$ cat config.mk
export PLATFORM = sky130hd
export DESIGN_NAME = dmdf_queue
export DESIGN_NICKNAME = d
export VERILOG_FILES = /design/src/hw/rtl/dmdf_queue.sv
export SDC_FILE = /design/constraint.sdc
export NUM_CORES = 1
export LEC_CHECK = 0
export BUFFER_PORTS_ARGS = -buffer_cell sky130_fd_sc_hd__buf_2
export CELL_PAD_IN_SITES_DETAIL_PLACEMENT = 1
export CELL_PAD_IN_SITES_GLOBAL_PLACEMENT = 2
export CORE_MARGIN = 4
export CORE_UTILIZATION = 23
export CTS_BUF_LIST = sky130_fd_sc_hd__clkbuf_4 sky130_fd_sc_hd__clkbuf_8
export DETAILED_ROUTE_END_ITERATION = 6
export HOLD_SLACK_MARGIN = 0.1
export PLACE_DENSITY_LB_ADDON = 0.15
export RECOVER_POWER = 50
export SYNTH_ARGS = -nofsm -noshare
export SYNTH_HDL_FRONTEND = slang
export SYNTH_SLANG_ARGS = --single-unit
$ cat constraint.sdc
create_clock -name clk -period 11.45 [get_ports clk]
set_input_delay 1.7175 -clock clk [delete_from_list [all_inputs] [get_ports clk]]
set_output_delay 1.7175 -clock clk [all_outputs]
set_load 0.005 [all_outputs]
$ cat src/hw/rtl/dmdf_queue.sv
// small fifo between front and back
`default_nettype none
module dmdf_queue #(
  parameter int WIDTH = 140,
  parameter int DEPTH = 2
) (
  input  wire logic             clk,
  input  wire logic             rst_n,
  input  wire logic             wr_en,
  output logic                  wr_ready,
  input  wire logic [WIDTH-1:0] wr_data,
  output logic                  rd_valid,
  input  wire logic             rd_en,
  output logic [WIDTH-1:0]      rd_data
);
  localparam int AW = (DEPTH > 1) ? $clog2(DEPTH) : 1;
  localparam int CW = $clog2(DEPTH + 1);

  logic [WIDTH-1:0] store_r [DEPTH];
  logic [AW-1:0]    wptr_r;
  logic [AW-1:0]    rptr_r;
  logic [CW-1:0]    count_r;

  assign wr_ready = (count_r != CW'(DEPTH));
  assign rd_valid = (count_r != '0);
  assign rd_data  = store_r[rptr_r];

  always_ff @(posedge clk) begin
    if (!rst_n) begin
      wptr_r  <= '0;
      rptr_r  <= '0;
      count_r <= '0;
    end else begin
      if (wr_en) begin
        wptr_r <= (wptr_r == AW'(DEPTH - 1)) ? '0 : wptr_r + AW'(1);
      end
      if (rd_en) begin
        rptr_r <= (rptr_r == AW'(DEPTH - 1)) ? '0 : rptr_r + AW'(1);
      end
      if (wr_en && !rd_en) begin
        count_r <= count_r + CW'(1);
      end else if (rd_en && !wr_en) begin
        count_r <= count_r - CW'(1);
      end
    end
  end

  always_ff @(posedge clk) begin
    if (wr_en) begin
      store_r[wptr_r] <= wr_data;
    end
  end

endmodule
`default_nettype wire

After elaboration in Yosys (flattened, before gate mapping)
Memory sizes are Yosys's and may differ from the RTL's. A register that Yosys moved wholly into a read port is not among the register bits.
Cells that the tools add are included.

cells by class
  add/subtract/negate cells = 4
  eq/ne operators = 1
  multiplexer cells = 8
  reductions and logical operators = 6

operator list
  kind                 number
  $mux 1               6
  $mux 2               2
  $reduce_bool 2->1    2
  $add 1x1->1 const B  2
  $add 2x1->2 const B  1
  $logic_and 1x1->1    2
  $logic_not 1->1      2
  $ne 2x2->1 const B   1
  $sub 2x1->2 const B  1

storage, ports and cells
  register bits after elaboration = 4
  bits in writable memories = 280
  input port bits = 144
  output and inout bits = 142
  word-level logic and storage cells = 23
  memories = 1

memories
  memory   depth  bits a word  read ports  clocked after Yosys merged registers in  write ports  line  RTL
  store_r  2      140          1           1                                        1            19    logic [WIDTH-1:0] store_r [DEPTH];

Depth between registers and ports, before layout
Gate-level depths: netlist of run 1.

  depth in word-level cells = 4
  depth in mapped cells = 5
  gate-level depth less buffers = 5

Worst setup path before layout of run 1
Ideal clock, no wire load.

  kind = input -> register
  from = in wr_en
  to = mem store_r[0][0], enable pin
  library setup time = 658 ps
  arrival = 7809 ps
  required time = 10792 ps
  slack = 2983 ps
  stages = 1
  buffers on the path = 0
  cell sequence = nor2b_1

on the way
  cells in the longest elaborated chain, start to end = 2

ends and longest elaborated chain
  what                          line  RTL
  from (decl)                   9     input wire logic wr_en,
  $mux 1                        49    if (wr_en) begin
  $mux 1 (implied by the code)  50    store_r[wptr_r] <= wr_data;
  to (decl)                     19

Every way passes these cells.

Worst setup path in the final report of run 1
  from = in wr_en
  to = mem store_r[1][96], enable pin

Same word-level chain as after synthesis.

==> results.txt, run 1 <==
- The tool flagged a number of max-cap violations equal to 2.
- The floorplan step set the die width to 224.1 um.
- In the layout the commonest cells are edfxtp_1, buf_2, mux2_4, clkbuf_1, clkbuf_8.
- Slowest Stage Delay on Critical Path: 2.56 ns
* Power Internal: 0.001828 W
- Commonest non-fill, non-tap cell in the layout: edfxtp_1
* Worst clock skew: 0.01344 ns
- Global routing used 10.02% of the available tracks across all layers.
- Post-route standard cell area excluding fillers: 13660 um2
- Part of the cycle the worst path needs: 45.88%
* Register bit total from synthesis: 285
- Startpoint type of the worst setup path: input pin
* Synthesized net count: 603
* Worst-Margin Slew: 3.570 ns
- The final route contains 5497 vias.
- FF-to-FF End: store_r[1][96]$_DFFE_PP_
- Post-synthesis to final-layout area growth: 27.20%
* Critical path startpoint: wr_en
- Count of buffers added by post-CTS timing repair for setup: 0
* Post-detailed-route wirelength per cell: 18.35 um
- Share of layout cells above drive strength 1: 51.03%
- TritonCTS built the clock tree.
- Switching portion of total power: 22.73%
- Of the synthesized area, sequential elements account for 79.24%.
- The die covers 50210 um2.
- The first global-routing pass estimated 38.36 mm of wire.
* Clock sinks: 285
- The net count of the finished layout is 931.
- The synthesized netlist devotes 0.5244% of its cell area to simple gates.
- Most frequent cell on the critical path: clkbuf_1
- Worst hold slack after final layout: 0.5400 ns
* Total buffers and inverters traversed by the critical path: 2
- Final critical delay including setup and external delays: 5.254 ns
- The floorplan step set the die height to 224.1 um.
- Final core utilization: 29.84%
- Sequential cells burn 51.9% of the power.
- In this run, the clock network consumes 38.1% of the power.
* CTS clk-pin slew, worst paths: 0.06 ns
- Worst setup path endpoint: store_r[1][96]$_DFFE_PP_
* List of cells traversed by the critical path: clkbuf_1 -> and2_0 -> clkbuf_1
* Post-CTS Hold Buffers: 0
- Global placer's final weighted congestion: 0.6864
- Counting buffers and inverters, the worst setup path is 3 cells deep.
* Mean area per synthesized cell: 23.44 um2
* Number of global-route vias before repair: 6240
- Entering global routing, the biggest net connects 72 pins.
- Combinational fraction of design power: 10.0%
- Measured against its own limit, the worst slew margin works out to -138.0%.
- In the routed design, unresolved DRC markers number 0.
- Pins Over Slew Limit: 79
* Placement Cell Area: 12810 um2
- Synth unique cells: 19
- For this configuration, the core starts out at a cell density of 23.46%.
- After the first detailed-routing iteration, the DRC count stood at 202.
* Final HPWL DP: 17.71 mm
- The synthesized netlist devotes 0.1864% of its cell area to compound gates.
- Clock latency on the worst-skew pair, taken at its later pin, is 0.59 ns.
* Number of buffers on the longest clock path: 3
- Gates resized during post-CTS repair numbered 0.
- Number of antenna violations at the first check in global routing: 5
* Setup repair after global routing missed its margin: false
- The synthesized netlist devotes 0.2447% of its cell area to XOR and XNOR gates.
- Summed over all failing endpoints, the final setup total negative slack is 0 ns.
- Timing would allow up to 190.3 MHz.
- Total number of placement rows: 78
* Critical path class: input pin to flip-flop
- Run status: complete, but fails checks
- TritonCTS Buffers: 51
- R2r startpoint: wptr_r$_SDFFE_PN0P_
- Maximum fanout encountered on the critical timing path: 57
- Number of I/O pins: 286
- Critical path arrival: 5.36 ns
- Total core area: 45770 um2
- The H-tree was split into 2 levels.
- Multiplexer cells account for 18.18% of the synthesized area.
- In the synthesized netlist, the number of instances is 458.
* Kind of cell adding the most delay to the critical path: buffers and inverters
- IR analysis of the VDD net gives a maximum drop of 71.43 uV.
- Worst min-delay path class: flip-flop to flip-flop
- For this run, the number of Yosys warnings is 0.
- Register Area: 8512 um2
* Register-to-Register Path Depth: 2
- Dividing the detail-routed via count by the number of cells gives 3.855.
- The analysis attributes to cell leakage a power of 5.034 nW.
* Crit. End Element: flip-flop
* Net Sw Power: 0.0005377 W
* Multi-input gate area in the final layout: 2067 um2
- Number of filler instances in the final layout: 4810
- Grt ovf: 0
- WL final: 26.17 mm
- Post-synthesis cell area: 10740 um2
* Antenna Violating Nets Remaining: 0
- The first detailed-routing pass took 4 iterations.
* Slowest stage cell, crit path: clkbuf_1
- In this run the register-to-register setup slack is 7.17 ns.
- The final reports fail on max-capacitance violations, max-slew violations.
- Largest family of logic cells by synthesized area: multiplexers
- Adder-cell area share of the yosys netlist: 0.1165%
- CTS placed an instance of clkbuf_8 at the clock tree root.
- Setup violations remaining at the end of the flow were counted as 0.
* Final count of hold timing violations: 0
- Port Buffers: 285
- Power per cell area: 173.2 nW/um2
- CP required: 11.56 ns
==> per-layer routing <==
metal,GRT usage [%],part of all wire (%)
met5,0,0.088
met2,16.75,49
met4,3.758,3.1
met3,4.075,7.3
met1,11.58,40
==> cells in the mapped netlist <==
master / instances / area (um2)
edfxtp_1: 280 / 8408
ha_1: 1 / 12.51
or2_2: 1 / 6.260
a21boi_0: 1 / 7.510
o21a_1: 1 / 7.510
xor2_1: 2 / 17.52
xnor2_1: 1 / 8.760
nand2b_1: 1 / 6.260
buf_6: 11 / 123.9
inv_1: 1 / 3.750
or3_1: 1 / 6.260
dfxtp_1: 5 / 100.1
mux2_2: 40 / 450.4
mux2_4: 100 / 1501
nor2b_1: 2 / 12.51
buf_2: 4 / 20.02
and2_1: 4 / 25.02
buf_8: 1 / 15.01
o21ai_0: 1 / 5.000
==> registers in the layout, indices dropped and copies added (netlist names), named ones only <==
| signal | count |
|---|---|
| wptr_r | 1 |
| count_r | 2 |
| rptr_r | 1 |
| store_r | 280 |
==> cells by family (layout without fill, tap and decap cells) <==
logic type,after synthesis,in the layout
AO/OA/AOI/OAI,3,3
other,0,3
XOR/XNOR,3,3
adder cells (fa/ha/maj),1,1
buffers and inverters,17,382
flip-flops,285,285
multiplexers,140,140
AND/OR/NAND/NOR,9,9
==> power by group through the flow <==
stage | clock network (W) | registers [W] | logic [W]
floorplan | 0 | 0.00125 | 0.000142
global placement | 0 | 0.00125 | 0.000246
detailed placement | 0 | 0.00125 | 0.000250
CTS | 0.000952 | 0.00123 | 0.000251
global route | 0.00100 | 0.00123 | 0.000259
finish | 0.000900 | 0.00123 | 0.000238
==> area by class of cell <==
type | instances | share of cell area [%]
timing repair buffer | 291 | 9.949
clock buffer | 67 | 6.110
inverter | 1 | 0.02748
antenna | 3 | 0.05497
tap | 600 | 5.497
clock inverter | 23 | 0.9069
multi-input combinational | 156 | 15.13
sequential | 285 | 62.32
==> worst min path at each step <==
stage | slack (ns) | endpoint | cells past startpoint | start
after floorplan | 0.47 | count_r[1]$_SDFFE_PN0P_ | 2 | count_r[1]$_SDFFE_PN0P_
after global placement | 0.48 | count_r[1]$_SDFFE_PN0P_ | 2 | count_r[1]$_SDFFE_PN0P_
after detailed placement | 0.55 | count_r[1]$_SDFFE_PN0P_ | 2 | count_r[1]$_SDFFE_PN0P_
after CTS | 0.55 | count_r[1]$_SDFFE_PN0P_ | 2 | count_r[1]$_SDFFE_PN0P_
after global routing | 0.58 | count_r[1]$_SDFFE_PN0P_ | 2 | count_r[1]$_SDFFE_PN0P_
final | 0.54 | count_r[1]$_SDFFE_PN0P_ | 2 | count_r[1]$_SDFFE_PN0P_
==> stage by stage <==
stage / power, W / cells / setup slack (ns)
after floorplan: 0.001389 / 458 / 2.983
after global placement: 0.001491 / 1333 / 7.431
after detailed placement: 0.001500 / 1333 / 7.383
after CTS: 0.002432 / 1423 / 6.685
after global routing: 0.002493 / 1425 / 5.846
final: 0.002365 / 1426 / 6.196
==> worst min-delay path, stage by stage, from the launching register on <==
cell and delay (ns):
dfxtp_1 0.33, o21ai_0 0.07, a21boi_0 0.09
No activity file was read; power rests on OpenSTA's default activity.
==> run 2, diff against run 1 <==
--- a/config.mk
+++ b/config.mk
@@ -5,6 +5,7 @@
 export SDC_FILE = /design/constraint.sdc
 export NUM_CORES = 1
 export LEC_CHECK = 0
+export ABC_AREA = 1
 export BUFFER_PORTS_ARGS = -buffer_cell sky130_fd_sc_hd__buf_2
 export CELL_PAD_IN_SITES_DETAIL_PLACEMENT = 1
 export CELL_PAD_IN_SITES_GLOBAL_PLACEMENT = 2
==> constraint.sdc (replaced) <==
create_clock -name clk -period 5.2 [get_ports clk]
set_input_delay 0.78 -clock clk [delete_from_list [all_inputs] [get_ports clk]]
set_output_delay 0.78 -clock clk [all_outputs]
set_load 0.005 [all_outputs]
==> run 2 against run 1 <==
Net effect: first-iteration DRC count shrank 25%; synthesized cell count grew 2.8%; total power grew 120%; synthesized area is essentially flat; clock power grew 120%; clock skew grew 0.0044 ns; the run still ends with max-capacitance violations, max-slew violations left; largest cell class unchanged; cell count grew 0.77%; die area is essentially flat; routed wire length shrank 1.1%.
==> results.txt, run 2 <==
- Run status: complete, but fails checks
- Violations in the final reports: max-capacitance violations, max-slew violations
- Total core area: 45770 um2 (unchanged)
- The effective utilization at floorplan is 23.48% (about the same).
* Switching portion of total power: 22.21% (-0.52 points)
* Library cell with the largest summed area after synthesis: edfxtp_1
- Final HPWL DP: 17.63 mm (-0.43%)
* Register bit total from synthesis: 285 (unchanged)
* Worst-Skew Late Latency: 0.59 ns (about the same)
- The switching power was 0.001146 W (+110%).
- The non-filler instance count after layout was 1437 (+0.77%).
- Largest register FFs: 280 (unchanged)
- The top cell types in the final layout, fill and taps aside, are edfxtp_1, buf_2, mux2_4, clkbuf_1, clkbuf_8.
* Grt met2 use: 17.05% (+0.29 points)
* Worst min-delay path endpoint: store_r[0][132]$_DFFE_PP_
* Met1 Resource Use GR: 10.61% (-0.97 points)
- The row count was 78 (unchanged).
- STA classifies the critical path endpoint as a flip-flop.
* Grt ovf: 0 (unchanged)
- Share of Yosys cell area claimed by the top area cell type: 78.24% (about the same)
- The average vias per placed instance is 3.841 (-0.37%).
* TritonCTS Buffers: 50 (-2.0%)
- Die outline area: 50250 um2 (about the same)
- The total of warnings raised by yosys came to 0 (unchanged).
* Library cell with the highest instance count after synthesis: edfxtp_1
- The total vias in the final route was 5519 (+0.40%).
- The post-layout utilization of the core is 29.93% (+0.088 points).
- The required arrival time at the worst endpoint is 5.30 ns (-6.26 ns).
- Count of buffers added by post-CTS timing repair for setup: 0 (unchanged)
- The number of enable flip-flop cells after synthesis is 280 (unchanged).
- The number of buffers added on ports is 285 (unchanged).
- Post-CTS Hold Buffers: 0 (unchanged)
* NumNets Final: 944 (+1.4%)
* Portion of the post-synthesis area used by sequential elements: 79.17% (about the same)
- The remaining antenna violation count after routing was 0 (unchanged).
- The number of iterations in the first detailed-routing pass is 4 (unchanged).
* Clk pwr share: 38.5% (+0.4 points)
- Worst hold slack after final layout: 0.3741 ns (-0.1659 ns)
- FF-to-FF End: store_r[0][81]$_DFFE_PP_
- The H-tree depth came to 2 (unchanged).
- Number of global-route vias before repair: 6269 (+0.46%)
- The worst path arrival time was 3.91 ns (-1.45 ns).
- Derived from the worst setup path, the maximum achievable clock frequency is 262.2 MHz.
- Post-CTS resize count: 0 (unchanged)
* Register containing the most flip-flops in the final layout: store_r
* Final total negative setup slack: 0 ns (unchanged)
- Number of I/O pins: 286 (unchanged)
* Power per cell area: 376.6 nW/um2 (+120%)
- Total Routing Usage GR: 9.848% (-0.17 points)
* Rel. slew slack: -153.9% (-16 points)
* Met3 GRT Util: 4.456% (+0.38 points)
- Largest registers ranked by flip-flop count: store_r (280), count_r (2)
- Leaving out fill and tap cells, the most frequent cell in the layout is edfxtp_1.
- Critical path class: input pin to flip-flop
* Post-synthesis cell area: 10750 um2 (about the same)
- The die width came to 224.2 um (about the same).
- Part of the cycle the worst path needs: 73.34%
- Setup repair after global routing left no endpoint under its margin.
- Number of buffers on the longest clock path: 3 (unchanged)
* Worst min-delay path class: input pin to flip-flop
- Maximum Capacitance Violations: 2 (unchanged)
- The vertical extent of the die was 224.2 um (about the same).
- The violation count after the first detailed-routing iteration came to 151 (-25%).
- Total instance count after detailed placement: 1347 (+1.1%)
* Worst-Margin Slew: 3.809 ns (+0.2389 ns)
- The async set-or-reset flop fraction in the synthesized netlist came to 0% (unchanged).
- Global-route wire length before repair: 37.61 mm (-2.0%)
- R2r startpoint: wptr_r$_SDFFE_PN0P_
- Design Power: 0.005158 W (+120%)
- Share of layout cells above drive strength 1: 50.96% (-0.076 points)
- The number of distinct standard cells referenced by the synthesized netlist is 15 (-4).
* Number of setup violations in the final report: 0 (unchanged)
- The number of max-slew violations in the final report was 100 (+27%).
* Leak: 5.104 nW (+1.4%)
- Final count of hold timing violations: 0 (unchanged)
* Post-synthesis to final-layout area growth: 27.47%
- Global placer's final weighted congestion: 0.6886 (+0.32%)
* Combinational fraction of design power: 8.9% (-1.1 points)
- The depth of the worst register-to-register path was 2 (unchanged).
- WL final: 25.88 mm (-1.1%)
- Worst reg-to-reg setup slack: 1.52 ns (-5.65 ns)
- The most used flip-flop cell after synthesis is edfxtp_1.
- The number of filler instances in the final layout is 4819 (+0.19%).
- The worst-path maximum fanout came to 61 (+7.0%).
- Power Internal: 0.004012 W (+120%)
* Post-detailed-route wirelength per cell: 18.01 um (-1.8%)
- The layer flagged by global routing as most heavily used is met2.
* Cells after Synth: 471 (+2.8%)
- The number of sinks driven by the clock tree came to 285 (unchanged).
- The portion of total power attributed to sequential cells came to 52.5% (+0.6 points).
* Mean area per synthesized cell: 22.82 um2 (-2.7%)
- Highest ir drop seen on vdd: 178.7 uV (+150%)
- The tree is rooted in a clkbuf_8.
- Cell types with the largest area share after synthesis: edfxtp_1, mux2_4, mux2_2, buf_6, dfxtp_1
- For the finished layout, the period the worst path requires is 3.814 ns.
- CTS clk-pin slew, worst paths: 0.06 ns (about the same)
- The initial antenna violation count came to 3 (-2).
- The worst hold path begins at wr_data[132].
- The commonest cells after synthesis are edfxtp_1, mux2_4, mux2_2, buf_6, nand2_1.
- Pin count of the biggest net entering global routing: 85 (+18%)
- DRC violations left: 0 (unchanged)
* Hold Crit Depth: 1 (-1)
- The worst setup path is launched from an input pin.
- The net count after synthesis was 616 (+2.2%).
- The clock skew after layout was 0.01788 ns (+0.004440 ns).
- CTS tree: built
==> run 2: cell types whose count changed after synthesis, moves of 2 or more <==
cell and change:
nand2_1 +10, inv_1 +7, nor2_1 +7, and2_1 -4
nor2b_1 -2, xor2_1 -2
==> run 2: per-layer routing <==
layer	vias up	share of wire (%)	routed length, um
li1	2514	-	-
met1	2744	37	9605
met2	197	50	13060
met3	60	9.2	2378
met4	4	3.1	813
met5	-	0.10	27
==> run 2: power groups by stage <==
stage,combinational (W),sequential [W],clock [W]
6_report,0.000461,0.00271,0.00199
5_1_grt,0.000506,0.00272,0.00221
4_1_cts,0.000490,0.00271,0.00210
3_5_place_dp,0.000488,0.00276,0
3_3_place_gp,0.000475,0.00275,0
2_1_floorplan,0.000270,0.00274,0
==> run 2: how the worst max path moves through the flow <==
stage	end	startpoint	slack, ns	cells after the start
2_1_floorplan	store_r[0][0]$_DFFE_PP_	wr_en	0.32	2
3_3_place_gp	rd_data[87]	flip-flop	2.45	3
3_5_place_dp	rd_data[87]	flip-flop	2.39	3
4_1_cts	rd_data[87]	flip-flop	1.68	3
5_1_grt	store_r[0][100]$_DFFE_PP_	wr_en	1.06	4
6_report	store_r[0][81]$_DFFE_PP_	wr_en	1.39	4
==> run 2: layout make-up <==
cell class / instances / area (um2) / share of cell area (%)
Clock buffer: 70 / 857.1 / 6.257
Inverter: 8 / 35.03 / 0.2558
Tap cell: 600 / 750.7 / 5.480
Clock inverter: 19 / 106.4 / 0.7764
Multi-Input combinational cell: 162 / 2057 / 15.02
Timing Repair Buffer: 292 / 1378 / 10.06
Antenna cell: 1 / 2.502 / 0.01827
Sequential cell: 285 / 8512 / 62.14
==> run 2: logic make-up after synthesis <==
logic type,after synthesis,share of synthesized area [%]
compound gates,2,0.09305
buf+inv,24,1.758
fa+ha+maj,1,0.1164
simple gates,19,0.6986
flops,285,79.17
mux,140,18.16
==> run 2: critical path: stages <==
cell	delay [ns]
clkbuf_1	0.20
inv_1	0.11
nor2_4	0.09
clkbuf_1	2.66
==> run 2: metrics by stage <==
stage / worst slack, ns / cell area (um2)
final: 1.386 / 13700
after global routing: 1.063 / 13700
after CTS: 1.681 / 13810
after detailed placement: 2.386 / 12850
after global placement: 2.453 / 12850
after floorplan: 0.3221 / 10750
