### src/hw/rtl/dmdf_pkg.sv
// shared types and constants of the duplicate filter
`default_nettype none
package dmdf_pkg;

  localparam int DIGEST_W  = 128;
  localparam int HALF_W    = 64;
  localparam int SUM_W     = 32;
  localparam int QUO_W     = 12;
  localparam int RED_STEPS = 5;
  localparam int CNT_W     = 3;

  localparam logic [1:0] REQ_INSERT    = 2'd0;
  localparam logic [1:0] REQ_CLEAR_ONE = 2'd1;
  localparam logic [1:0] REQ_CLEAR_ALL = 2'd2;

  typedef struct packed {
    logic [1:0]        req;
    logic [HALF_W-1:0] digest_high;
    logic [HALF_W-1:0] digest_low;
  } item_t;

  typedef struct packed {
    logic init_done;
  } back_status_t;

endpackage
`default_nettype wire

### src/hw/rtl/dmdf_front.sv
// front end: accepts requests and reduces the digest to a slot index
`default_nettype none
module dmdf_front #(
  parameter int ENTRIES = 1024,
  parameter int IDX_W   = 10
) (
  input  wire logic                  clk,
  input  wire logic                  rst_n,
  input  wire logic                  in_tvalid,
  output logic                       in_tready,
  input  wire logic [127:0]          in_tdata,
  input  wire logic [1:0]            in_tuser,
  input  wire dmdf_pkg::back_status_t status,
  output logic                       push,
  input  wire logic                  push_ready,
  output dmdf_pkg::item_t            push_item,
  output logic [IDX_W-1:0]           push_idx
);
  import dmdf_pkg::*;

  localparam bit IS_POW2 = ((ENTRIES & (ENTRIES - 1)) == 0);

  function automatic logic [SUM_W-1:0] byte_weight(input int pos);
    logic [SUM_W-1:0] w;
    w = SUM_W'(1);
    for (int k = 0; k < 8 * pos; k++) begin
      w = w << 1;
      if (w >= SUM_W'(ENTRIES)) begin
        w = w - SUM_W'(ENTRIES);
      end
    end
    return w;
  endfunction

  item_t hold_r;
  logic  hold_valid_r;
  logic  done;
  logic  accept;

  assign push      = hold_valid_r && done && push_ready;
  assign in_tready = status.init_done && (!hold_valid_r || push);
  assign accept    = in_tvalid && in_tready;
  assign push_item = hold_r;

  always_ff @(posedge clk) begin
    if (!rst_n) begin
      hold_valid_r <= 1'b0;
    end else if (accept) begin
      hold_valid_r <= 1'b1;
    end else if (push) begin
      hold_valid_r <= 1'b0;
    end
  end

  always_ff @(posedge clk) begin
    if (accept) begin
      hold_r.req         <= in_tuser;
      hold_r.digest_high <= in_tdata[63:0];
      hold_r.digest_low  <= in_tdata[127:64];
    end
  end

  generate
    if (ENTRIES == 1) begin : g_single
      assign done     = 1'b1;
      assign push_idx = '0;
    end else if (IS_POW2) begin : g_pow2
      assign done     = 1'b1;
      assign push_idx = hold_r.digest_low[IDX_W-1:0];
    end else begin : g_iter
      localparam int PROD_W = 2 * SUM_W;
      localparam int DIFF_W = IDX_W + 1;
      localparam logic [SUM_W-1:0]  RECIP = SUM_W'((64'd1 << SUM_W) / 64'(ENTRIES));
      localparam logic [DIFF_W-1:0] MODD  = DIFF_W'(ENTRIES);

      logic [CNT_W-1:0]    cnt_r;
      logic [DIGEST_W-1:0] dig;
      logic [SUM_W-1:0]    prod [16];
      logic [SUM_W-1:0]    part_r [4];
      logic [SUM_W-1:0]    sum_r;
      logic [PROD_W-1:0]   qprod;
      logic [QUO_W-1:0]    quo_r;
      logic [SUM_W-1:0]    diff;
      logic [DIFF_W-1:0]   diff_r;
      logic [IDX_W-1:0]    rem_r;

      assign done     = (cnt_r == CNT_W'(RED_STEPS));
      assign push_idx = rem_r;
      assign dig      = {hold_r.digest_high, hold_r.digest_low};
      assign qprod    = PROD_W'(sum_r) * PROD_W'(RECIP);
      assign diff     = sum_r - SUM_W'(quo_r) * SUM_W'(ENTRIES);

      // each digest byte weighted by its residue of 2^(8*pos)
      for (genvar b = 0; b < 16; b++) begin : g_prod
        localparam logic [SUM_W-1:0] WB = byte_weight(b);
        assign prod[b] = SUM_W'(dig[8*b +: 8]) * WB;
      end

      // weighted sum, reciprocal quotient estimate, one final correction
      always_ff @(posedge clk) begin
        for (int g = 0; g < 4; g++) begin
          part_r[g] <= prod[4*g] + prod[4*g+1] + prod[4*g+2] + prod[4*g+3];
        end
        sum_r  <= part_r[0] + part_r[1] + part_r[2] + part_r[3];
        quo_r  <= qprod[SUM_W +: QUO_W];
        diff_r <= diff[DIFF_W-1:0];
        rem_r  <= (diff_r >= MODD) ? IDX_W'(diff_r - MODD) : diff_r[IDX_W-1:0];
      end

      always_ff @(posedge clk) begin
        if (accept) begin
          cnt_r <= '0;
        end else if (hold_valid_r && !done) begin
          cnt_r <= cnt_r + CNT_W'(1);
        end
      end
    end
  endgenerate

endmodule
`default_nettype wire

### config.mk
export PLATFORM = sky130hd
export DESIGN_NAME = dmdf_front
export DESIGN_NICKNAME = d
export VERILOG_FILES = /design/src/hw/rtl/dmdf_pkg.sv /design/src/hw/rtl/dmdf_front.sv
export SDC_FILE = /design/constraint.sdc
export NUM_CORES = 1
export LEC_CHECK = 0
export ABC_AREA = 1
export BUFFER_PORTS_ARGS = -buffer_cell sky130_fd_sc_hd__buf_2
export CAP_MARGIN = 20
export CORE_ASPECT_RATIO = 0.8
export CORE_MARGIN = 4
export CORE_UTILIZATION = 41
export DETAILED_ROUTE_END_ITERATION = 7
export PLACE_DENSITY = 0.78
export SETUP_SLACK_MARGIN = 0.3
export SYNTH_ARGS = -nofsm -noshare
export SYNTH_HDL_FRONTEND = slang
export SYNTH_SLANG_ARGS = --single-unit
### constraint.sdc
create_clock -name clk -period 8.75 [get_ports clk]
set_clock_uncertainty 0.05 [all_clocks]
set_input_delay 1.3125 -clock clk [delete_from_list [all_inputs] [get_ports clk]]
set_output_delay 1.3125 -clock clk [all_outputs]
set_load 0.05 [all_outputs]
==> After elaboration in Yosys (flattened, before gate mapping) <==
Index checks and enable logic that the tools add are counted.
{ "word_totals": {"ff_bits": 131, "input_bits": 135} }
{ "classes": {"muxes": 2, "n_reduce_logical": 6} }
{ "op_table": {"columns": ["cell", "count"], "rows": [
  ["logical AND 1 bit", 3],
  ["two-way mux 1 bit", 2],
  ["nonzero test 2 bit", 1],
  ["zero test 1 bit", 1],
  ["logical OR 1 bit", 1]
]} }

==> Logic depth before layout (Yosys ltp) <==
Gate-level depths: netlist of run 1.
{ "depth": {"depth_word": 5, "mapped_depth": 5} }

==> Worst setup path after synthesis of run 1 <==
No wires, ideal clock.
{ "synth_path": {"path_kind": "input port to flip-flop", "from": "input in_tvalid", "to": "register hold_r (netlist bit push_idx[0]) (enable)", "setup_ns": 0.596, "arrival_time_ns": 6.375, "required_ns": 8.104, "path_slack_ns": 1.730, "cell_stages": 2, "path_buffers": 0, "path_cell_list": "inv_1 nor3_2"} }
{ "synth_via": {"elab_chain_len": 1} }
{ "synth_rtl": {"columns": ["element", "line_no", "text"], "rows": [
  ["from (decl)", "dmdf_front.sv:9", "input wire logic in_tvalid,"],
  ["logical AND 1 bit", "dmdf_front.sv:42", "assign accept = in_tvalid && in_tready;"],
  ["net accept", "dmdf_front.sv:38", "logic accept;"],
  ["to (decl)", "dmdf_front.sv:35", "item_t hold_r;"]
]} }
The timed path passes the listed nets, and every way through them passes these cells.
A chain may end at the register's enable or synchronous reset.

==> Worst setup path after layout of run 1 <==
{ "layout_path": {"from": "input push_ready", "to": "output in_tready"} }
{ "layout_via": {"elab_chain_len": 3} }
{ "layout_rtl": {"columns": ["element", "line_no", "text"], "rows": [
  ["from (decl)", "dmdf_front.sv:15", "input wire logic push_ready,"],
  ["logical AND 1 bit", "dmdf_front.sv:40", "assign push = hold_valid_r && done && push_ready;"],
  ["logical OR 1 bit", "dmdf_front.sv:41", "assign in_tready = status.init_done && (!hold_valid_r || push);"],
  ["logical AND 1 bit", "dmdf_front.sv:41", null],
  ["to (decl)", "dmdf_front.sv:10", "output logic in_tready,"]
]} }
No other way between the ends.

==> summary.md, run 1 <==
| Metric | Value |
|---|---|
| P_int | `1210 uW` |
| Synth top area share | `0.964` |
| Async S/R FF share, synth | `0` |
| Post-DRT Antenna Nets | `0` |
| Top FF cell, synth | `edfxtp_1` |
| Top cells by area, synth | `edfxtp_1, buf_4, dfxtp_1, inv_1, nand2_1` |
| Run status | `finished, final reports clean` |
| Worst path bufs/invs | `4` |
| R2R cell count | `4` |
| Seq/Total Area, Yosys | `0.968` |
| Worst hold slack | `0.583 ns` |
| Initial antenna violation count | `1` |
| Drt via density | `4.24` |
| Antenna Diode Count | `0` |
| Initial Util | `0.420` |
| Post-synthesis cell area | `between 0.004 and 0.005 sq mm` |
| Mux share of post-synthesis cell area | `0` |
| Cts hold-fix bufs | `0` |
| Sw frac | `0.238` |
| DR pass1 iterations | `4` |
| Required time worst endpoint | `7.39 ns` |
| Largest family of logic cells by synthesized area | `buffers and inverters` |
| Busiest grt layer | `met2` |
| Synthesized flop and latch total | `131` |
| Yosys warns | `0` |
| Gpl congestion | `~0.74` |
| PostCTS Resize Cnt | `0` |
| First-pass GRT wire length | `between 10,000 and 15,000 microns` |
| M1 GR Usage | `0.150` |
| Dpl ws | `5.44 ns` |
| Area Growth Syn to Fin | `51.6%` |
| Path type of the worst min-delay path | `flop to flop` |
| Syn avg cell area | `around 26 sq um` |
| Die span in y | `96.9 microns` |
| Total Wirelength | `a little over 9000 microns` |
| Sequential Power Share | `0.460` |
| CTS Sinks | `between 100 and 150` |
| Switch Pwr | `about 380 uW` |
| DP Area | `around 0.0055 sq mm` |
| Grt ovf | `0` |
| Adder-Cell Fraction of Synth Area | `0` |
| Fin. Hold Viols | `0` |
| CTS max path bufs | `2` |
| Period utilisation layout | `0.379` |
| Critical path launch point type | `primary input` |
| Worst skew pair latency | `roughly 0.4 ns` |
| Worst EP arrival | `roughly 2.0 ns` |
| Htree depth | `4` |
| P_leak | `about 0.0027 uW` |
| CTS Buf Count | `17` |
| Critical path class | `primary input to primary output` |
| Worst-path fanout max | `2` |
| Final nets | `around 580` |
| Row count | `32` |
| CP delay by family, top | `buffers and inverters` |
| Syn Inst Count | `around 150` |
| Fmax | `302 MHz` |
| Fin worst setup slack | `5.44 ns` |
| Post-synth top area cell | `edfxtp_1` |
| Max-cap violations | `0` |
| Syn nets | `288` |
| Netlist cell types | `9` |
| DR DRC count | `0` |
| DRT iter0 DRCs | `102` |
| Number of synthesized flops with an enable pin | `130` |
| FF-to-FF Start | `hold_valid_r$_SDFFE_PN0P_` |
| Count leader, synth | `edfxtp_1` |
| Port bufs | `~280` |
| Max Slew Vio Count | `0` |
| Core ar. | `between 0.009 and 0.01 sq mm` |
| Clock power share | `0.435` |
| Die area | `between 0.01 and 0.015 sq mm` |
| Fin util | `0.636` |
| R2r setup slk | `7.01 ns` |
| Comb pwr share | `0.105` |
| Share of cells above drive strength 1 | `0.684` |
| Unrepaired setup endpoints after global routing | `no` |
| DP HPWL | `about 7300 microns` |
| Crit path from | `push_ready` |
| TritonCTS clock tree | `built` |
| Ports | `277` |
| Worst-Margin Slew | `~0.8 ns` |
| Clock Pin Slew Worst Setup and Hold Paths | `about 0.060 ns` |
| Cell area after layout | `a little over 0.006 sq mm` |
| Slew HR | `0.468` |
| Clock Tree Root | `clkbuf_16` |
| Worst hold endpoint | `hold_valid_r$_SDFFE_PN0P_` |
| Setup violators final | `0` |
| Slowest cell on crit path | `buf_2` |
| Post-synthesis xor/xnor area fraction | `0` |
| Via count | `around 2,500` |
| Post-synthesis compound-gate area fraction | `0.00124` |
| Hold Path Cell Cnt | `4` |
| FF-to-FF End | `push_item[21]$_DFFE_PP_` |
| P per Cell Area | `approximately 260 mW/mm^2` |
| Simple-gate share of the synthesized area | `0.00618` |
| CP max stage delay | `approximately 0.27 ns` |
| Largest net degree at the start of global routing | `between 60 and 70` |
| GRT Total Usage | `0.162` |
| Crit path cell chain | `buf_2 > inv_1 > nand2_1 > inv_1 > nor2_1 > buf_2` |
| Setup TNS | `0 ns` |
| Maximum vdd drop | `between 150 and 200 uV` |
| Tmin final | `between 3 and 4 ns` |
| Chip Width | `approximately 120 microns` |
| Hold Path Origin | `hold_valid_r$_SDFFE_PN0P_` |
| Vias in the first global route | `~2,800` |
| Met2 global-route usage | `0.290` |
| Routing usage on met3 | `0.0918` |
| Post-CTS Repair Setup Buffers | `0` |
| Crit. End Element | `primary output` |
| Routed wire length per instance | `between 15 and 20 microns` |
| Top cells by count, synth | `edfxtp_1, buf_4, inv_1` |
==> per-stage QoR <==
step / power [uW] / std cells
after floorplan: 858 / 153
after CTS: 1600 / 589
after detailed placement: 911 / 557
after global placement: 907 / 557
final: 1590 / 589
after global routing: 1640 / 589
==> power by group through the flow <==
stage               Combinational, uW  Sequential [uW]  Clock (uW)
floorplan                        21.3              837           0
global placement                  165              742           0
detailed placement                168              743           0
CTS                               168              730         704
global route                      174              732         735
finish                            166              730         690
==> layer usage <==
metal	up-vias	routed length, microns
met3	16	1190
met4	2	145
li1	1164	-
met5	-	13
met1	1161	3020
met2	156	4970
==> state kept, by name, summed over array words and instances, names as in the netlist <==
name and flops:
push_item 120, push_idx 10, hold_valid_r 1
==> worst register-to-register path, delay by kind of cell (launching register included) <==
kind	cells	cell delay, ns
buffers and inverters	2	0.73
flip-flops	1	0.32
AND/OR/NAND/NOR	2	0.23
==> area by class of cell <==
cell class,count,area (sq um)
multi-input cells,6,36.3
flip-flops and latches,131,3920
clock inverters,14,163
clock buffers,18,429
repair buffers,278,1400
well taps,136,170
inverters,6,22.5
fillers,685,3510
==> how the worst max path moves through the flow <==
stage,to,slack [ns],cells after the start
after floorplan,push_idx[0]$_DFFE_PP_,1.73,2
after global placement,in_tready,5.47,6
after detailed placement,in_tready,5.44,6
after CTS,in_tready,5.43,6
after global routing,in_tready,5.37,6
final,in_tready,5.44,6
==> placed cells by master (no fill, tap or decap) <==
cell	count
buf_2	276
buf_4	2
bufinv_16	3
clkbuf_1	1
clkbuf_16	17
clkinv_1	1
clkinv_2	4
clkinv_4	2
clkinvlp_4	3
dfxtp_1	1
edfxtp_1	130
inv_1	5
inv_2	1
inv_6	1
nand2_1	3
nor2_1	1
nor3_4	1
o21ai_1	1
==> kinds of logic after synthesis <==
| logic type | count (synthesis) |
|---|---|
| compound gates | 1 |
| buf+inv | 16 |
| flops | 131 |
| simple gates | 5 |
Power figures use the tool's default switching activity.
==> run 2, diff against run 1 <==
Clock period 8.75 ns to 3.4 ns, I/O delays scaled along.
==> run 2 against run 1 <==
  * Die area is the same
  * Critical path depth shrank 2
  * First-iteration DRC count grew 40%
  * Non-clock buffer count is the same
  * Via count grew 0.40%
  * Register-to-register slack lost 5.2 ns
  * Largest power group is now the clock network
==> summary.md, run 2 (synthesis gave the netlist of run 1 again) <==
| Metric | Value |
|---|---|
| Tmin final | `~1.7 ns` |
| PostCTS Resize Cnt | `0 (unchanged)` |
| Critical path class | `flop to primary output` |
| Run status | `finished, final reports clean` |
| Initial Util | `0.420 (unchanged)` |
| Max-cap violations | `0 (unchanged)` |
| Area Growth Syn to Fin | `53.5%` |
| CTS Buf Count | `17 (unchanged)` |
| Row count | `32 (unchanged)` |
| Slew HR | `0.611 (+0.143)` |
| Share of cells above drive strength 1 | `0.689 (+0.00442)` |
| TritonCTS clock tree | `built` |
| Gpl congestion | `0.735 (-0.18%)` |
| P_leak | `0.00269 uW (+1.1%)` |
| Most frequent cells in the layout | `buf_2, edfxtp_1, clkbuf_16` |
| GRT Total Usage | `0.169 (+0.00724)` |
| Total Wirelength | `9690 microns (+3.7%)` |
| Max layer used | `met4` |
| Die span in y | `96.9 microns (unchanged)` |
| WL met1 | `3080 microns (+2.1%)` |
| Setup violators final | `0 (unchanged)` |
| Ports | `277 (unchanged)` |
| DR pass1 iterations | `4 (unchanged)` |
| Cts hold-fix bufs | `0 (unchanged)` |
| Largest net degree at the start of global routing | `82 (+22%)` |
| Fmax | `~570 MHz` |
| Die area | `0.0115 sq mm (unchanged)` |
| Vias in the first global route | `2,730 (-1.8%)` |
| Critical path launch point type | `flop` |
| P per Cell Area | `681 mW/mm^2 (+160%)` |
| Dpl cells | `557 (unchanged)` |
| Unrepaired setup endpoints after global routing | `no` |
| First-pass GRT wire length | `14,700 microns (+4.7%)` |
| Core ar. | `0.00965 sq mm (unchanged)` |
| Worst-Margin Slew | `0.583 ns (-0.214 ns)` |
| DR WL met2 | `5320 microns (+7.1%)` |
| Post-CTS Repair Setup Buffers | `0 (unchanged)` |
| Non-Filler Instances | `589 (unchanged)` |
| CP max stage delay | `0.34 ns (+0.07 ns)` |
| Period utilisation layout | `0.515` |
| Worst EP arrival | `1.19 ns (-0.76 ns)` |
| Met3 WL post-DR | `1160 microns (-2.9%)` |
| Antenna Diode Count | `0 (unchanged)` |
| Crit. End Element | `primary output` |
| Initial antenna violation count | `0 (-1)` |
| DRT iter0 DRCs | `143 (+40%)` |
| Chip Width | `119 microns (unchanged)` |
| CTS Sinks | `131 (unchanged)` |
| Fin util | `0.645 (+0.00817)` |
| Port bufs | `276 (unchanged)` |
| Worst skew pair latency | `0.39 ns (about the same)` |
| Most common cell after layout, fill and taps aside | `buf_2` |
| Maximum vdd drop | `460 uV (+200%)` |
| Max reg flops | `120 (unchanged)` |
| Max Slew Vio Count | `0 (unchanged)` |
| Final nets | `575 (unchanged)` |
| DR DRC count | `0 (unchanged)` |
| Crit path cell chain | `nand2_4 > inv_2 > nor2_1 > buf_2` |
| Worst hold slack | `0.239 ns (-0.345 ns)` |
| Worst-path fanout max | `2 (unchanged)` |
| Required time worst endpoint | `2.84 ns (-4.55 ns)` |
| Drt via density | `4.26 (+0.40%)` |
| Clock Pin Slew Worst Setup and Hold Paths | `0.06 ns (about the same)` |
| Post-DRT Antenna Nets | `0 (unchanged)` |
| DP HPWL | `7430 microns (+1.5%)` |
| CTS max path bufs | `2 (unchanged)` |
| Setup TNS | `0 ns (unchanged)` |
| Clock Tree Root | `clkbuf_16` |
| Grt ovf | `0 (unchanged)` |
| Htree depth | `4 (unchanged)` |
| Fin. Hold Viols | `0 (unchanged)` |
| Path type of the worst min-delay path | `primary input to flop` |
| Routed wire length per instance | `16.4 microns (+3.7%)` |
| Via count | `2,509 (+0.40%)` |
| Slowest cell on crit path | `dfxtp_1` |
## run 2: cell types whose count changed in the layout (fill, tap and decap cells not counted), moves of 2 or more
cell,before,now
clkinv_2,4,0
inv_1,5,2
bufinv_16,3,5
clkinv_1,1,3
clkinv_4,2,4
## run 2: final timing paths
kind	from	slack, ns	cells past startpoint	end
setup reg to reg	hold_valid_r$_SDFFE_PN0P_	1.80	4	push_item[74]$_DFFE_PP_
setup / recovery	hold_valid_r$_SDFFE_PN0P_	1.65	4	in_tready
hold / removal	in_tdata[55]	0.24	1	push_item[119]$_DFFE_PP_
hold reg to reg	hold_valid_r$_SDFFE_PN0P_	0.55	4	hold_valid_r$_SDFFE_PN0P_
## run 2: power breakdown
part           internal, uW  switching (uW)  total (uW)
Clock                  1300             625        1920
Combinational           104             329         433
Sequential             1860            16.7        1880
## run 2: layer usage
metal	global-route usage	up-vias
li1	-	1168
met1	0.164	1172
met2	0.304	158
met3	0.0859	11
met4	0.0659	0
met5	0	-
## run 2: through the flow
| stage | setup slack, ns | total power [uW] | cell area [sq um] |
|---|---|---|---|
| 2_1_floorplan | -0.752 | 2210 | 4080 |
| 3_3_place_gp | 1.51 | 2340 | 5580 |
| 3_5_place_dp | 1.45 | 2350 | 5580 |
| 4_1_cts | 1.63 | 4290 | 6220 |
| 5_1_grt | 1.54 | 4400 | 6220 |
| 6_report | 1.65 | 4230 | 6220 |
## run 2: final cells by class
type | instances | area, sq um
clock inverters | 14 | 211
fillers | 713 | 3430
well taps | 136 | 170
repair buffers | 278 | 1410
multi-input cells | 6 | 43.8
flip-flops and latches | 131 | 3920
inverters | 6 | 32.5
clock buffers | 18 | 429
## run 2: critical path, delay by kind of cell (launching register included)
family | cells | cell delay, ns
AND/OR/NAND/NOR | 2 | 0.15
buffers and inverters | 2 | 0.32
flip-flops | 1 | 0.34
==> run 3, diff against run 2 <==
Settings changed: ABC_AREA 1 to 0, CORE_UTILIZATION 41 to 37, PLACE_DENSITY 0.78 to 0.75.
Clock period 3.4 ns to 1.6 ns, I/O delays scaled along.
==> run 3 against run 2 <==
  * Synthesized cell count down 3.9%
  * The run now fails in clock tree synthesis
  * Area after synthesis increased by 0.15%
==> summary.md, run 3 <==
| Metric | Value |
|---|---|
| Async S/R FF share, synth | `0 (unchanged)` |
| CTS Buf Count | `17 (unchanged)` |
| Chip Width | `125 microns (+5.0%)` |
| Synth top area share | `0.962 (-0.00149)` |
| PostCTS Resize Cnt | `63 (+63)` |
| Ports | `277 (unchanged)` |
| Syn nets | `282 (-2.1%)` |
| Gpl congestion | `0.782 (+6.4%)` |
| Post-synth top area cell | `edfxtp_1` |
| Yosys warns | `0 (unchanged)` |
| Cts hold-fix bufs | `120 (+120)` |
| Row count | `33 (+3.1%)` |
| Synthesized flop and latch total | `131 (unchanged)` |
| Halt Reason | `[ERROR RSZ-0060] Max buffer count reached.` |
| Top cells by count, synth | `edfxtp_1, buf_4` |
| Failing step | `clock tree synthesis` |
| Count leader, synth | `edfxtp_1` |
| Number of synthesized flops with an enable pin | `130 (unchanged)` |
| CTS max path bufs | `2 (unchanged)` |
| Top FF cell, synth | `edfxtp_1` |
| Die span in y | `102 microns (+4.9%)` |
| Clock Tree Root | `clkbuf_16` |
| Post-synthesis cell area | `0.00406 sq mm (+0.15%)` |
| Syn Inst Count | `147 (-3.9%)` |
| Seq/Total Area, Yosys | `0.967 (-0.00149)` |
| Port bufs | `276 (unchanged)` |
| Netlist cell types | `9 (unchanged)` |
| Initial Util | `0.387 (-0.0330)` |
| Post-CTS Repair Setup Buffers | `7 (+7)` |
| Htree depth | `4 (unchanged)` |
| Top cells by area, synth | `edfxtp_1, buf_4, dfxtp_1, nand2b_4, nor2b_4` |
| Run status | `aborted with a tool error` |
| Dpl cells | `555 (-0.36%)` |
| CTS Sinks | `131 (unchanged)` |
| Syn avg cell area | `27.6 sq um (+4.2%)` |
==> run 3: cell types whose count changed after synthesis, sizes merged <==
cell / delta
inv: -6
nand2: -2
o21ai: -1
nor2b: +1
a21boi: +1
nand2b: +1
nor2: -1
nor3: -1
and2: +2
==> run 3: logic make-up after synthesis <==
logic type | after synthesis | synth area share
buf+inv | 10 | 0.0185
compound gates | 1 | 0.00278
simple gates | 5 | 0.0117
flops | 131 | 0.967
==> run 3: metrics by stage <==
stage / hold slack [ns] / cell area, sq um / worst slack (ns) / utilization
after detailed placement: 0.368 / 5580 / 0.190 / 0.532
after global placement: 0.366 / 5580 / 0.225 / 0.532
after floorplan: 0.289 / 4060 / -1.22 / -
==> run 4, diff against run 3 <==
Settings changed: CORE_ASPECT_RATIO 0.8 to unset, CORE_UTILIZATION 37 to 40, PLACE_DENSITY 0.75 to unset, PLACE_DENSITY_LB_ADDON set to 0.15, SETUP_SLACK_MARGIN 0.3 to unset.
Clock period 1.6 ns to 2.08 ns, I/O delays scaled along.
==> run 4 against run 3 <==
  * The flow again stops in clock tree synthesis
  * Area after synthesis is the same
  * Synthesized cell count is the same
==> summary.md, run 4 <==
| Metric | Value |
|---|---|
| Run status | `aborted with a tool error` |
| Failing step | `clock tree synthesis` |
| Halt Reason | `[ERROR RSZ-0060] Max buffer count reached.` |
| CTS Sinks | `131 (unchanged)` |
| Die span in y | `109 microns (+6.9%)` |
| Count leader, synth | `edfxtp_1` |
| Ports | `277 (unchanged)` |
| Clock Tree Root | `clkbuf_8` |
| Syn Inst Count | `147 (unchanged)` |
| Seq/Total Area, Yosys | `0.967 (unchanged)` |
| Post-synthesis cell area | `0.00406 sq mm (unchanged)` |
| Synthesized flop and latch total | `131 (unchanged)` |
| PostCTS Resize Cnt | `0 (-100%)` |
| Gpl congestion | `0.699 (-11%)` |
| Post-synth top area cell | `edfxtp_1` |
| Port bufs | `276 (unchanged)` |
| Post-CTS Repair Setup Buffers | `0 (-7)` |
| Top cells by count, synth | `edfxtp_1, buf_4` |
| Async S/R FF share, synth | `0 (unchanged)` |
| Htree depth | `4 (unchanged)` |
| Syn avg cell area | `27.6 sq um (unchanged)` |
| Initial Util | `0.413 (+0.0263)` |
| CTS Buf Count | `17 (unchanged)` |
| Yosys warns | `0 (unchanged)` |
| Row count | `36 (+9.1%)` |
| DP HPWL | `between 7000 and 8000 microns` |
| CTS max path bufs | `2 (unchanged)` |
| Top FF cell, synth | `edfxtp_1` |
| Cts hold-fix bufs | `117 (-2.5%)` |
| Top cells by area, synth | `edfxtp_1, buf_4, dfxtp_1, nand2b_4, nor2b_4` |
| Netlist cell types | `9 (unchanged)` |
| Number of synthesized flops with an enable pin | `130 (unchanged)` |
| Synth top area share | `0.962 (unchanged)` |
| Syn nets | `282 (unchanged)` |
| Chip Width | `109 microns (-13%)` |
## run 4: cell counts after synthesis
Identical to the previous run, type by type.
## run 4: cell families after synthesis
logic type,count (synthesis),share of synthesized area
flops,131,0.967
buf+inv,10,0.0185
simple gates,5,0.0117
compound gates,1,0.00278
## run 4: stage by stage
step | TNS [ns] | worst slack, ns | cell area [sq um] | std cells | hold WS [ns]
floorplan | -102.43 | -0.788 | 4060 | 147 | 0.361
detailed placement | 0 | 0.592 | 5570 | 548 | 0.440
global placement | 0 | 0.619 | 5570 | 548 | 0.435
